[src/hdl/pi_controller_antiwindup_top_assert.svh]
// Assertion macros for the PI regulator.
`ifndef PI_CONTROLLER_ANTIWINDUP_TOP_ASSERT_SVH
`define PI_CONTROLLER_ANTIWINDUP_TOP_ASSERT_SVH

// Same-cycle implication, sampled on aclk, off while reset is low.
`define PICA_ASSERT_IMPLY(label, cond, prop, msg) \
    label: assert property (@(posedge aclk) disable iff (!aresetn) (cond) |-> (prop)) \
        else $error(msg);

// Next-cycle implication, sampled on aclk, off while reset is low.
`define PICA_ASSERT_NEXT(label, cond, prop, msg) \
    label: assert property (@(posedge aclk) disable iff (!aresetn) (cond) |=> (prop)) \
        else $error(msg);

`endif

[src/hdl/pica_pkg.sv]
// Shared constants and types of the PI regulator.
package pica_pkg;

    localparam int CFG_CHANNELS = 2;
    localparam int CFG_IDX_W    = 3;
    localparam int ADDR_W       = 5;
    localparam int DATA_W       = 32;

    localparam logic [CFG_IDX_W-1:0] REG_KP_FIRST   = 3'd0;
    localparam logic [CFG_IDX_W-1:0] REG_KI_FIRST   = 3'd1;
    localparam logic [CFG_IDX_W-1:0] REG_DIR_FIRST  = 3'd2;
    localparam logic [CFG_IDX_W-1:0] REG_KP_SECOND  = 3'd3;
    localparam logic [CFG_IDX_W-1:0] REG_KI_SECOND  = 3'd4;
    localparam logic [CFG_IDX_W-1:0] REG_DIR_SECOND = 3'd5;

    localparam int GAIN_W = 8;
    localparam logic [GAIN_W-1:0] KP_RESET  = 8'd20;
    localparam logic [GAIN_W-1:0] KI_RESET  = 8'd200;
    localparam logic              DIR_RESET = 1'b1;

    localparam int IN_W       = 16;
    localparam int ERR_W      = 17;
    localparam int PROD_W     = 25;
    localparam int PROD_MAG_W = 24;
    localparam int PQ_W       = 9;
    localparam int DVS_W      = 14;
    localparam int DRIVE_W    = 7;

    localparam int KI_DIV_SCALE     = 40;
    localparam int P_CLAMP_QUARTERS = 400;
    localparam int DRIVE_FULL       = 100;

    typedef struct packed {
        logic busy;
        logic done;
        logic ovf;
    } pica_div_stat_t;

endpackage

[src/hdl/pi_controller_antiwindup_top.sv]
// Two-channel PI regulator with anti-windup clamp and APB register port.
// Sequence: multiply, prepare, divide in the bit-serial divider, sum, output; the divide is
//   skipped when the product is negative or zero or the integral code is zero.
// A new input beat is taken only in idle, once the last result has been loaded to the output;
//   a stalled result holds the input off.
// Reset: gains 20/200, direct mode, both integrals zero; no clearing pass.
`include "pi_controller_antiwindup_top_assert.svh"

module pi_controller_antiwindup_top import pica_pkg::*; #(
    parameter int CHANNELS  = 2,
    parameter int FRAC_BITS = 16
) (
    input  logic                     aclk,
    input  logic                     aresetn,
    input  logic                     psel,
    input  logic                     penable,
    input  logic                     pwrite,
    input  logic [ADDR_W-1:0]        paddr,
    input  logic [DATA_W-1:0]        pwdata,
    output logic [DATA_W-1:0]        prdata,
    output logic                     pready,
    input  logic                     s_valid,
    output logic                     s_ready,
    input  logic                     s_channel,
    input  logic signed [IN_W-1:0]   s_measured,
    input  logic signed [IN_W-1:0]   s_target,
    output logic                     m_valid,
    input  logic                     m_ready,
    output logic [DRIVE_W-1:0]       m_drive
);

    localparam int CH_IDX_W = (CHANNELS > 1) ? $clog2(CHANNELS) : 1;
    localparam int DVD_W    = PROD_MAG_W + FRAC_BITS;
    localparam int QUO_W    = FRAC_BITS + 9;
    localparam int P_W      = FRAC_BITS + 7;
    localparam int I_W      = FRAC_BITS + 8;
    localparam int BASE_W   = FRAC_BITS + 9;
    localparam int UD_W     = FRAC_BITS + 11;
    localparam logic [P_W-1:0] FULL = P_W'(DRIVE_FULL) << FRAC_BITS;

    localparam logic [2:0] S_IDLE = 3'd0;
    localparam logic [2:0] S_MUL  = 3'd1;
    localparam logic [2:0] S_PREP = 3'd2;
    localparam logic [2:0] S_WAIT = 3'd3;
    localparam logic [2:0] S_SUM  = 3'd4;
    localparam logic [2:0] S_OUT  = 3'd5;

    logic [2:0]               state_reg, state_next;

    logic [GAIN_W-1:0]        kp_reg  [CFG_CHANNELS];
    logic [GAIN_W-1:0]        ki_reg  [CFG_CHANNELS];
    logic                     dir_reg [CFG_CHANNELS];
    logic signed [I_W-1:0]    integ_mem_reg [CHANNELS];

    logic                     ch_reg;
    logic                     ch_ok_reg;
    logic [GAIN_W-1:0]        kp_sel_reg;
    logic [GAIN_W-1:0]        ki_sel_reg;
    logic signed [ERR_W-1:0]  err_reg;
    logic signed [PROD_W-1:0] prod_reg;
    logic signed [I_W-1:0]    integ_rd_reg;
    logic [P_W-1:0]           p_reg;
    logic signed [BASE_W-1:0] base_reg;
    logic                     skip_reg;
    logic [P_W-1:0]           ud_reg;
    logic                     m_valid_reg;
    logic [DRIVE_W-1:0]       m_drive_reg;

    logic                     cfg_we;
    logic [CFG_IDX_W-1:0]     cfg_idx;
    logic                     in_take;
    logic                     out_load;
    logic [CH_IDX_W-1:0]      ch_idx;
    logic                     ch_ok_c;
    logic signed [ERR_W-1:0]  meas_x, tgt_x, err_c;
    logic signed [PROD_W-1:0] kp_x, err_x, prod_c;
    logic                     neg_c, skip_c;
    logic [P_W-1:0]           p_c;
    logic signed [BASE_W-1:0] base_c;
    logic [DVD_W-1:0]         dividend_c;
    logic [DVS_W-1:0]         divisor_c;
    logic [QUO_W-1:0]         inc_c;
    logic signed [UD_W-1:0]   ud_c;
    logic [P_W-1:0]           ud_clamp_c;
    logic signed [I_W-1:0]    integ_new;
    logic                     integ_in_range;
    logic                     div_start;
    pica_div_stat_t           div_stat;
    logic [QUO_W-1:0]         div_quo;

    // Register port
    assign pready  = 1'b1;
    assign cfg_we  = psel && penable && pwrite;
    assign cfg_idx = paddr[ADDR_W-1:2];

    always_ff @(posedge aclk) begin
        if (!aresetn) begin
            for (int k = 0; k < CFG_CHANNELS; k++) begin
                kp_reg[k]  <= KP_RESET;
                ki_reg[k]  <= KI_RESET;
                dir_reg[k] <= DIR_RESET;
            end
        end else if (cfg_we) begin
            unique case (cfg_idx)
                REG_KP_FIRST:   kp_reg[0]  <= pwdata[GAIN_W-1:0];
                REG_KI_FIRST:   ki_reg[0]  <= pwdata[GAIN_W-1:0];
                REG_DIR_FIRST:  dir_reg[0] <= pwdata[0];
                REG_KP_SECOND:  kp_reg[1]  <= pwdata[GAIN_W-1:0];
                REG_KI_SECOND:  ki_reg[1]  <= pwdata[GAIN_W-1:0];
                REG_DIR_SECOND: dir_reg[1] <= pwdata[0];
                default: ;
            endcase
        end
    end

    always_comb begin
        unique case (cfg_idx)
            REG_KP_FIRST:   prdata = DATA_W'(kp_reg[0]);
            REG_KI_FIRST:   prdata = DATA_W'(ki_reg[0]);
            REG_DIR_FIRST:  prdata = DATA_W'(dir_reg[0]);
            REG_KP_SECOND:  prdata = DATA_W'(kp_reg[1]);
            REG_KI_SECOND:  prdata = DATA_W'(ki_reg[1]);
            REG_DIR_SECOND: prdata = DATA_W'(dir_reg[1]);
            default:        prdata = '0;
        endcase
    end

    // Handshakes
    assign s_ready  = (state_reg == S_IDLE);
    assign in_take  = s_valid && s_ready;
    assign out_load = (state_reg == S_OUT) && (!m_valid_reg || m_ready);
    assign m_valid  = m_valid_reg;
    assign m_drive  = m_drive_reg;

    // Datapath
    assign ch_idx  = CH_IDX_W'(ch_reg);
    assign ch_ok_c = (int'(s_channel) < CHANNELS);
    assign meas_x  = ERR_W'(s_measured);
    assign tgt_x   = ERR_W'(s_target);
    assign err_c   = dir_reg[s_channel] ? (tgt_x - meas_x) : (meas_x - tgt_x);

    assign kp_x   = $signed(PROD_W'(kp_sel_reg));
    assign err_x  = PROD_W'(err_reg);
    assign prod_c = kp_x * err_x;

    assign neg_c  = prod_reg[PROD_W-1];
    assign skip_c = neg_c || (ki_sel_reg == '0) || (prod_reg == '0);

    always_comb begin
        if (neg_c) begin
            p_c = '0;
        end else if (prod_reg > $signed(PROD_W'(P_CLAMP_QUARTERS))) begin
            p_c = FULL;
        end else begin
            p_c = P_W'(prod_reg[PQ_W-1:0]) << (FRAC_BITS - 2);
        end
    end

    assign base_c     = neg_c ? '0 : ($signed(BASE_W'(p_c)) + BASE_W'(integ_rd_reg));
    assign dividend_c = {prod_reg[PROD_MAG_W-1:0], {FRAC_BITS{1'b0}}};
    assign divisor_c  = DVS_W'(DVS_W'(ki_sel_reg) * DVS_W'(KI_DIV_SCALE));
    assign div_start  = (state_reg == S_PREP) && !skip_c;

    assign inc_c = skip_reg ? '0 : (div_stat.ovf ? '1 : div_quo);
    assign ud_c  = UD_W'(base_reg) + $signed(UD_W'(inc_c));

    always_comb begin
        if (ud_c < 0) begin
            ud_clamp_c = '0;
        end else if (ud_c > $signed(UD_W'(FULL))) begin
            ud_clamp_c = FULL;
        end else begin
            ud_clamp_c = ud_c[P_W-1:0];
        end
    end

    assign integ_new      = $signed(I_W'(ud_reg)) - $signed(I_W'(p_reg));
    assign integ_in_range = (integ_new >= -$signed(I_W'(FULL)))
                            && (integ_new <= $signed(I_W'(FULL)));

    pica_div #(
        .DVD_W (DVD_W),
        .QUO_W (QUO_W)
    ) u_div (
        .aclk     (aclk),
        .aresetn  (aresetn),
        .start    (div_start),
        .dividend (dividend_c),
        .divisor  (divisor_c),
        .stat     (div_stat),
        .quotient (div_quo)
    );

    // Sequencer
    always_comb begin
        state_next = state_reg;
        unique case (state_reg)
            S_IDLE: if (in_take) state_next = S_MUL;
            S_MUL:  state_next = S_PREP;
            S_PREP: state_next = skip_c ? S_SUM : S_WAIT;
            S_WAIT: if (div_stat.done) state_next = S_SUM;
            S_SUM:  state_next = S_OUT;
            S_OUT:  if (out_load) state_next = S_IDLE;
            default: state_next = S_IDLE;
        endcase
    end

    always_ff @(posedge aclk) begin
        if (!aresetn) begin
            state_reg   <= S_IDLE;
            m_valid_reg <= 1'b0;
            for (int k = 0; k < CHANNELS; k++) begin
                integ_mem_reg[k] <= '0;
            end
        end else begin
            state_reg <= state_next;
            if (out_load) begin
                m_valid_reg <= 1'b1;
            end else if (m_ready) begin
                m_valid_reg <= 1'b0;
            end
            if (out_load && ch_ok_reg) begin
                integ_mem_reg[ch_idx] <= integ_new;
            end
        end
    end

    always_ff @(posedge aclk) begin
        if (in_take) begin
            ch_reg     <= s_channel;
            ch_ok_reg  <= ch_ok_c;
            kp_sel_reg <= kp_reg[s_channel];
            ki_sel_reg <= ki_reg[s_channel];
            err_reg    <= err_c;
        end
        if (state_reg == S_MUL) begin
            prod_reg     <= prod_c;
            integ_rd_reg <= ch_ok_reg ? integ_mem_reg[ch_idx] : '0;
        end
        if (state_reg == S_PREP) begin
            p_reg    <= p_c;
            base_reg <= base_c;
            skip_reg <= skip_c;
        end
        if (state_reg == S_SUM) begin
            ud_reg <= ud_clamp_c;
        end
        if (out_load) begin
            m_drive_reg <= ch_ok_reg ? ud_reg[FRAC_BITS +: DRIVE_W] : '0;
        end
    end

    // Checks
    `PICA_ASSERT_IMPLY(a_drive_range, m_valid, m_drive <= DRIVE_W'(DRIVE_FULL), "drive above full scale")
    `PICA_ASSERT_IMPLY(a_done_in_wait, div_stat.done, state_reg == S_WAIT, "divider done outside wait")
    `PICA_ASSERT_IMPLY(a_wait_busy, state_reg == S_WAIT, div_stat.busy || div_stat.done, "wait with idle divider")
    `PICA_ASSERT_IMPLY(a_integ_range, out_load && ch_ok_reg, integ_in_range, "integral out of range")
    `PICA_ASSERT_NEXT(a_bad_channel_zero, out_load && !ch_ok_reg, m_drive == '0, "absent channel drive not zero")

endmodule

[src/hdl/pica_div.sv]
// Bit-serial restoring divider with a quotient overflow flag; the caller saturates.
module pica_div import pica_pkg::*; #(
    parameter int DVD_W = 40,
    parameter int QUO_W = 25
) (
    input  logic                 aclk,
    input  logic                 aresetn,
    input  logic                 start,
    input  logic [DVD_W-1:0]     dividend,
    input  logic [DVS_W-1:0]     divisor,
    output pica_div_stat_t       stat,
    output logic [QUO_W-1:0]     quotient
);

    localparam int CNT_W = $clog2(DVD_W + 1);

    logic [DVD_W-1:0] dvd_reg;
    logic [DVS_W-1:0] dvs_reg;
    logic [DVS_W-1:0] rem_reg;
    logic [QUO_W-1:0] quo_reg;
    logic             ovf_reg;
    logic [CNT_W-1:0] cnt_reg;
    logic             busy_reg;
    logic             done_reg;

    logic [DVS_W:0]   rem_sh;
    logic [DVS_W:0]   rem_diff;
    logic             ge;

    assign rem_sh   = {rem_reg, dvd_reg[DVD_W-1]};
    assign rem_diff = rem_sh - {1'b0, dvs_reg};
    assign ge       = (rem_sh >= {1'b0, dvs_reg});

    always_ff @(posedge aclk) begin
        if (!aresetn) begin
            busy_reg <= 1'b0;
            done_reg <= 1'b0;
            cnt_reg  <= '0;
        end else begin
            done_reg <= 1'b0;
            if (start) begin
                busy_reg <= 1'b1;
                cnt_reg  <= CNT_W'(DVD_W);
            end else if (busy_reg) begin
                cnt_reg <= cnt_reg - CNT_W'(1);
                if (cnt_reg == CNT_W'(1)) begin
                    busy_reg <= 1'b0;
                    done_reg <= 1'b1;
                end
            end
        end
    end

    always_ff @(posedge aclk) begin
        if (start) begin
            dvd_reg <= dividend;
            dvs_reg <= divisor;
            rem_reg <= '0;
            quo_reg <= '0;
            ovf_reg <= 1'b0;
        end else if (busy_reg) begin
            dvd_reg <= {dvd_reg[DVD_W-2:0], 1'b0};
            rem_reg <= ge ? rem_diff[DVS_W-1:0] : rem_sh[DVS_W-1:0];
            quo_reg <= {quo_reg[QUO_W-2:0], ge};
            ovf_reg <= ovf_reg | quo_reg[QUO_W-1];
        end
    end

    assign stat     = '{busy: busy_reg, done: done_reg, ovf: ovf_reg};
    assign quotient = quo_reg;

endmodule

[config.mk]
export PLATFORM = sky130hd
export DESIGN_NAME = pi_controller_antiwindup_top
export DESIGN_NICKNAME = d
export VERILOG_FILES = /design/src/hdl/pica_pkg.sv /design/src/hdl/pi_controller_antiwindup_top.sv /design/src/hdl/pica_div.sv
export VERILOG_INCLUDE_DIRS = /design/src /design/src/hdl
export SDC_FILE = /design/constraint.sdc
export NUM_CORES = 1
export LEC_CHECK = 0
export BUFFER_PORTS_ARGS = -buffer_cell sky130_fd_sc_hd__buf_2
export CAP_MARGIN = 20
export CORE_UTILIZATION = 40
export CTS_CLUSTER_DIAMETER = 30
export DETAILED_ROUTE_END_ITERATION = 6
export GPL_ROUTABILITY_DRIVEN = 0
export PLACE_DENSITY = 0.67
export SLEW_MARGIN = 5
export SYNTH_ARGS = -nofsm -noshare
export SYNTH_HDL_FRONTEND = slang
export SYNTH_SLANG_ARGS = --single-unit
[constraint.sdc]
create_clock -name aclk -period 5.52 [get_ports aclk]
set_clock_uncertainty 0.1 [all_clocks]
set_input_delay 1.104 -clock aclk [delete_from_list [all_inputs] [get_ports aclk]]
set_output_delay 1.104 -clock aclk [all_outputs]
set_load 0.01 [all_outputs]
# Word-level counts from Yosys, hierarchy flattened
# Memories as Yosys holds them, arrays and structs flattened. A register that Yosys moved wholly into a read port is not among the register bits.
# Cells that the tools add are included.
# totals
ramBits	82
reg_bits	209
out_inout_bits	42
memories	4
word_cells	141
# mem_list
memory	words	word_bits	rd	rd_clocked_by_memory_dff	write_ports	line	rtl
integ_mem_reg	2	24	1	1	2	pi_controller_antiwindup_top.sv:53	logic signed [I_W-1:0] integ_mem_reg [CHANNELS];
ki_reg	2	8	3	1	2	pi_controller_antiwindup_top.sv:51	logic [GAIN_W-1:0] ki_reg [CFG_CHANNELS];
kp_reg	2	8	3	1	2	pi_controller_antiwindup_top.sv:50	logic [GAIN_W-1:0] kp_reg [CFG_CHANNELS];
dir_reg	2	1	3	0	2	pi_controller_antiwindup_top.sv:52	logic dir_reg [CFG_CHANNELS];
# classes
n_lt_le_gt_ge	4
n_eq_ne	14
n_reduce_logical	21
mux	60
n_addsub	7
n_bitwise	9
n_mul	2
# ops
cell	n
40-bit 2-to-1 mux	2
23-bit 2-to-1 mux	3
25-bit 2-to-1 mux	2
8-bit case mux with 6 select lines	1
1-bit 2-to-1 mux	38
16-bit by 16-bit subtractor with 17-bit output	2
8-bit 2-to-1 mux	4
25-bit by 26-bit adder with 27-bit output	1
27-bit by 24-bit greater-than comparator with 1-bit output, second input constant	1
27-bit by 1-bit less-than comparator with 1-bit output, second input constant	1
24-bit by 24-bit adder with 25-bit output	1
25-bit by 10-bit greater-than comparator with 1-bit output, second input constant	1
25-bit logical NOT	1
9-bit by 17-bit multiplier with 25-bit output	1
24-bit 2-to-1 mux	1
24-bit OR reduction	1
23-bit by 23-bit subtractor with 24-bit output	1
3-bit case mux with 6 select lines	1
17-bit 2-to-1 mux	1
15-bit by 14-bit greater-or-equal comparator with 1-bit output	1
14-bit 2-to-1 mux	1
14-bit subtractor	1
3-bit by 2-bit == test with 1-bit output, second input constant	4
3-bit == test, second input constant	4
other kinds (19)	42

# Longest topological paths before layout
# depth
ltp_word	8
depth_mapped	21

# Cells and area by module
# Synthesis repeated with hierarchy kept, for this count alone.
# unflattened
cells_unflattened	2148
area_unflattened_um2	22734.3
# modules_own_cells
mod	area_each_um2	seq_area_each_um2	n_inst	cells_each
pi_controller_antiwindup_top	18074.8	6986.7	1	1748
pica_div	4659.5	2582.5	1	400

# Worst setup path before layout
# No wires, ideal clock.
# synth_path
path_type	register to register
start	reg kp_sel_reg[2], read port of kp_reg
end	reg prod_reg[18], data pin
stages_incl_launch_ff	21
period_less_slack_ns	5.461
t_arrival_ns	5.102
setup_time_ns	0.260
slack_ns	0.059
cell_sequence	edfxtp_1 -> clkbuf_1 -> clkbuf_1 -> nand2_1 -> fa_1 -> inv_1 -> fa_1 -> ha_1 -> inv_1 -> fa_1 -> inv_1 -> fa_1 -> a21o_1 -> a21oi_1 -> o21bai_1 -> a2111oi_0 -> nor2_1 -> and2_1 -> o21a_1 -> o41a_1 -> xor2_1
# synth_between
elab_chain_cells	1
# synth_rtl
item	line	rtl
start: declaration	pi_controller_antiwindup_top.sv:57	logic [GAIN_W-1:0] kp_sel_reg;
9-bit by 17-bit multiplier with 25-bit output	pi_controller_antiwindup_top.sv:144	assign prod_c = kp_x * err_x;
net prod_c[18]	pi_controller_antiwindup_top.sv:76	logic signed [PROD_W-1:0] kp_x, err_x, prod_c;
end signal: assignment	pi_controller_antiwindup_top.sv:237	prod_reg <= prod_c;
end: declaration	pi_controller_antiwindup_top.sv:60	logic signed [PROD_W-1:0] prod_reg;
# The timed path passes the listed nets, and every way through them passes these cells.
# A chain may end at the register's enable or synchronous reset.

# Worst setup path after layout
# layout_path
start	reg kp_sel_reg[3], read port of kp_reg
end	reg prod_reg[18], data pin
# Same word-level chain as after synthesis.

==> out/qor.csv <==
metric,value,unit
status,finished clean,
PwrDens,618.7,nW/um^2
Sequential Power Share,0.241,
initial core utilization,0.4055,
Hold Path Class,reg -> reg,
total track usage,0.1659,
full die area,54310,um^2
synthesis-to-layout area growth,16.57,%
GRT met2 Usage,0.2958,
final WL,43680,um
Nets,2492,
Worst path max stage delay,0.56,ns
cts hold-fix bufs,0,
Top delay family on crit path,adder cells,
H-tree lvl count,3,
met3 GRT Util,0.02757,
fin. max-slew vios,0,
Leak,10.75,nW
"EDFF count, synth",265,
antenna fix cells,0,
Pre-antenna DRT Iters,5,
Synth Area per Inst,10.42,um^2
setup ws final,0.2250,ns
CTS max path bufs,3,
Switching Share,0.3795,
worst slew pin tran,0.9678,ns
clock slew at reported path FFs,0.05,ns
"Period Utilization, post-route",0.9592,
Max Cap Viol,0,
Crit Path Class,reg -> reg,
Clk pwr share,0.265,
most frequent cells in the layout,"265 x edfxtp_1, 237 x inv_1, 183 x nor2_1, 183 x nand2_1, 149 x ha_1",
clk root buf,clkbuf_16,
worst r2r src,kp_sel_reg[3],
Peak VDD IR,0.5263,mV
DP Cell Count,2764,
Core ar.,52660,um^2
critical path arrival,5.52,ns
Cell Int Power,9.555,mW
Max Freq,188.9,MHz
FP Rows,84,
"Top cell by count, worst path",fa_1,
initial antenna violation count,0,
GR Util met1,0.1990,
critical-path cell list,buf_4 > and2_1 > fa_1 > fa_1 > fa_1 > inv_1 > fa_1 > inv_1 > ha_1 > a21o_1 > a2111oi_2 > buf_4 > nor2_1 > and2_1 > o21a_1 > o41a_1 > xor2_1,
Setup-failing EPs final,0,
Routed WL per cell,15.09,um
first-pass GRT wire length,72490,um
Worst setup startpoint,kp_sel_reg[3],
Via density,5.034,
layout cell share with drive strength beyond 1,0.1278,
fin area,24890,um^2
total congestion overflow,0,
Die Span Y,233.0,um
number of port buffers,67,
post-synthesis sequential area ratio,0.4214,
mapped cell area,21350,um^2
Ports,119,
Sw Pwr,5.844,mW
Yosys warning total,0,
number of CTS-inserted buffers,70,
# DRC,0,
largest net degree at the start of global routing,69,
Most Crowded Layer GR,met2,
Crit path required time,5.75,ns
Gate Count Post-Synth,2049,
Netlist cell types,74,
slew margin rel.,0.3533,
asr flop ratio synth,0,
DRT iter0 DRCs,702,
final hold vios,0,
DP HPWL,32210,um
Worst Setup Start Kind,flop,
Placed Area,22430,um^2
Tmin final,5.295,ns
"most common cell after layout, fill and taps aside",edfxtp_1,
worst hold slack,0.3645,ns
register bit count reported by yosys,317,
Main synth FF type,edfxtp_1,
Final Non-Filler Cells,2895,
Gate power share,0.493,
CTS tree,built,
Vias,14570,
WP buf/inv,4,
"Max FO, Critical Path",11,
die width,233.0,um
Final ANT Viol Nets,0,
Hold Startpoint,u_div.rem_reg[13],
CP Capture Type,flop,
number of flip-flops in the largest register,48,
vias in the first global route,15070,
total negative setup slack,0,ns
"Slowest-stage cell, CP",edfxtp_1,
pre-CTS setup slack,0.1305,ns
clock latency on the worst-skew pair,0.60,ns
total clock sinks,317,
cell usage after synthesis (18+ instances only):
cell type    n  area, um^2
buf_4       26       195.2
ha_1       150        1877
nand2b_1    18       112.6
nor2_1     185       694.4
inv_1      238       893.4
nand3_1     19       95.09
nor2b_1     39       244.0
a21o_1      36       270.3
clkbuf_1    59       221.5
a21oi_1     78       390.4
fa_1       113        2262
nor3_1      38       190.2
dfxtp_1     52        1041
and2_1     130       813.3
mux2_2      41       461.7
nand2_1    185       694.4
o21ai_0     60       300.3
edfxtp_1   265        7958
xor2_1      20       175.2
mux2i_1     53       530.5
xnor2_1     67       586.8
power by group through the flow:
| stage | Combinational [mW] | Sequential (mW) | Clock (mW) |
|---|---|---|---|
| 6_report | 7.60 | 3.72 | 4.08 |
| 5_1_grt | 8.75 | 3.76 | 4.29 |
| 4_1_cts | 7.52 | 3.72 | 4.16 |
| 3_5_place_dp | 7.47 | 3.76 | 0 |
| 3_3_place_gp | 7.26 | 3.75 | 0 |
| 2_1_floorplan | 5.94 | 3.64 | 0 |
path summary, 6_finish.rpt:
| kind | endpoint | slack, ns | depth (start not counted) |
|---|---|---|---|
| max | prod_reg[18] | 0.23 | 17 |
| min | u_div.rem_reg[13] | 0.36 | 2 |
| max reg2reg | prod_reg[18] | 0.23 | 17 |
| min reg2reg | u_div.rem_reg[13] | 0.36 | 2 |
per-layer routing:
layer  up-vias  wire, um
met5         -         0
met4         0      1192
met3        89      1624
met2       300     22070
met1      7083     18790
li1       7102         -
cell type report:
class	count	area [um^2]
Clock buffer	86	1842
Tap cell	688	860.8
Timing Repair Buffer	105	621.8
Multi-Input combinational cell	1420	11130
Sequential cell	317	9000
Clock inverter	41	544.3
Inverter	238	893.4
Fill cell	4727	27770
stage by stage:
| step | util | total power [mW] |
|---|---|---|
| final | 0.4727 | 15.40 |
| after global placement | 0.4258 | 11.00 |
| after floorplan | - | 9.585 |
| after CTS | 0.4713 | 15.40 |
| after detailed placement | 0.4260 | 11.23 |
| after global routing | 0.4727 | 16.79 |
logic make-up (layout without fill, tap and decap cells):
kind of cell	count (synthesis)	count (layout)	share of synthesized area
AOI/OAI and AO/OA	274	274	0.08351
xor gates and xnor gates	87	87	0.03569
adders and majority gates	263	263	0.1938
buffers and inverters	335	470	0.06411
DFF	317	317	0.4214
muxes	94	94	0.04647
other	2	25	0.0003517
and+or+nand+nor	677	677	0.1546
worst register-to-register path, delay by kind of cell (launching register included):
family,cells,cell delay (ns)
fa+ha+maj,5,2.34
compound gates,4,0.94
flops,1,0.56
buf+inv,4,0.51
simple gates,3,0.40
xor+xnor,1,0.15
what timing repair did:
| item | in CTS | in global routing |
|---|---|---|
| resized for setup | 0 | 10 |
| buffers inserted | 0 | 4 |
| setup endpoints to repair | 0 | 5 |
(Power assumes the default switching activity.)
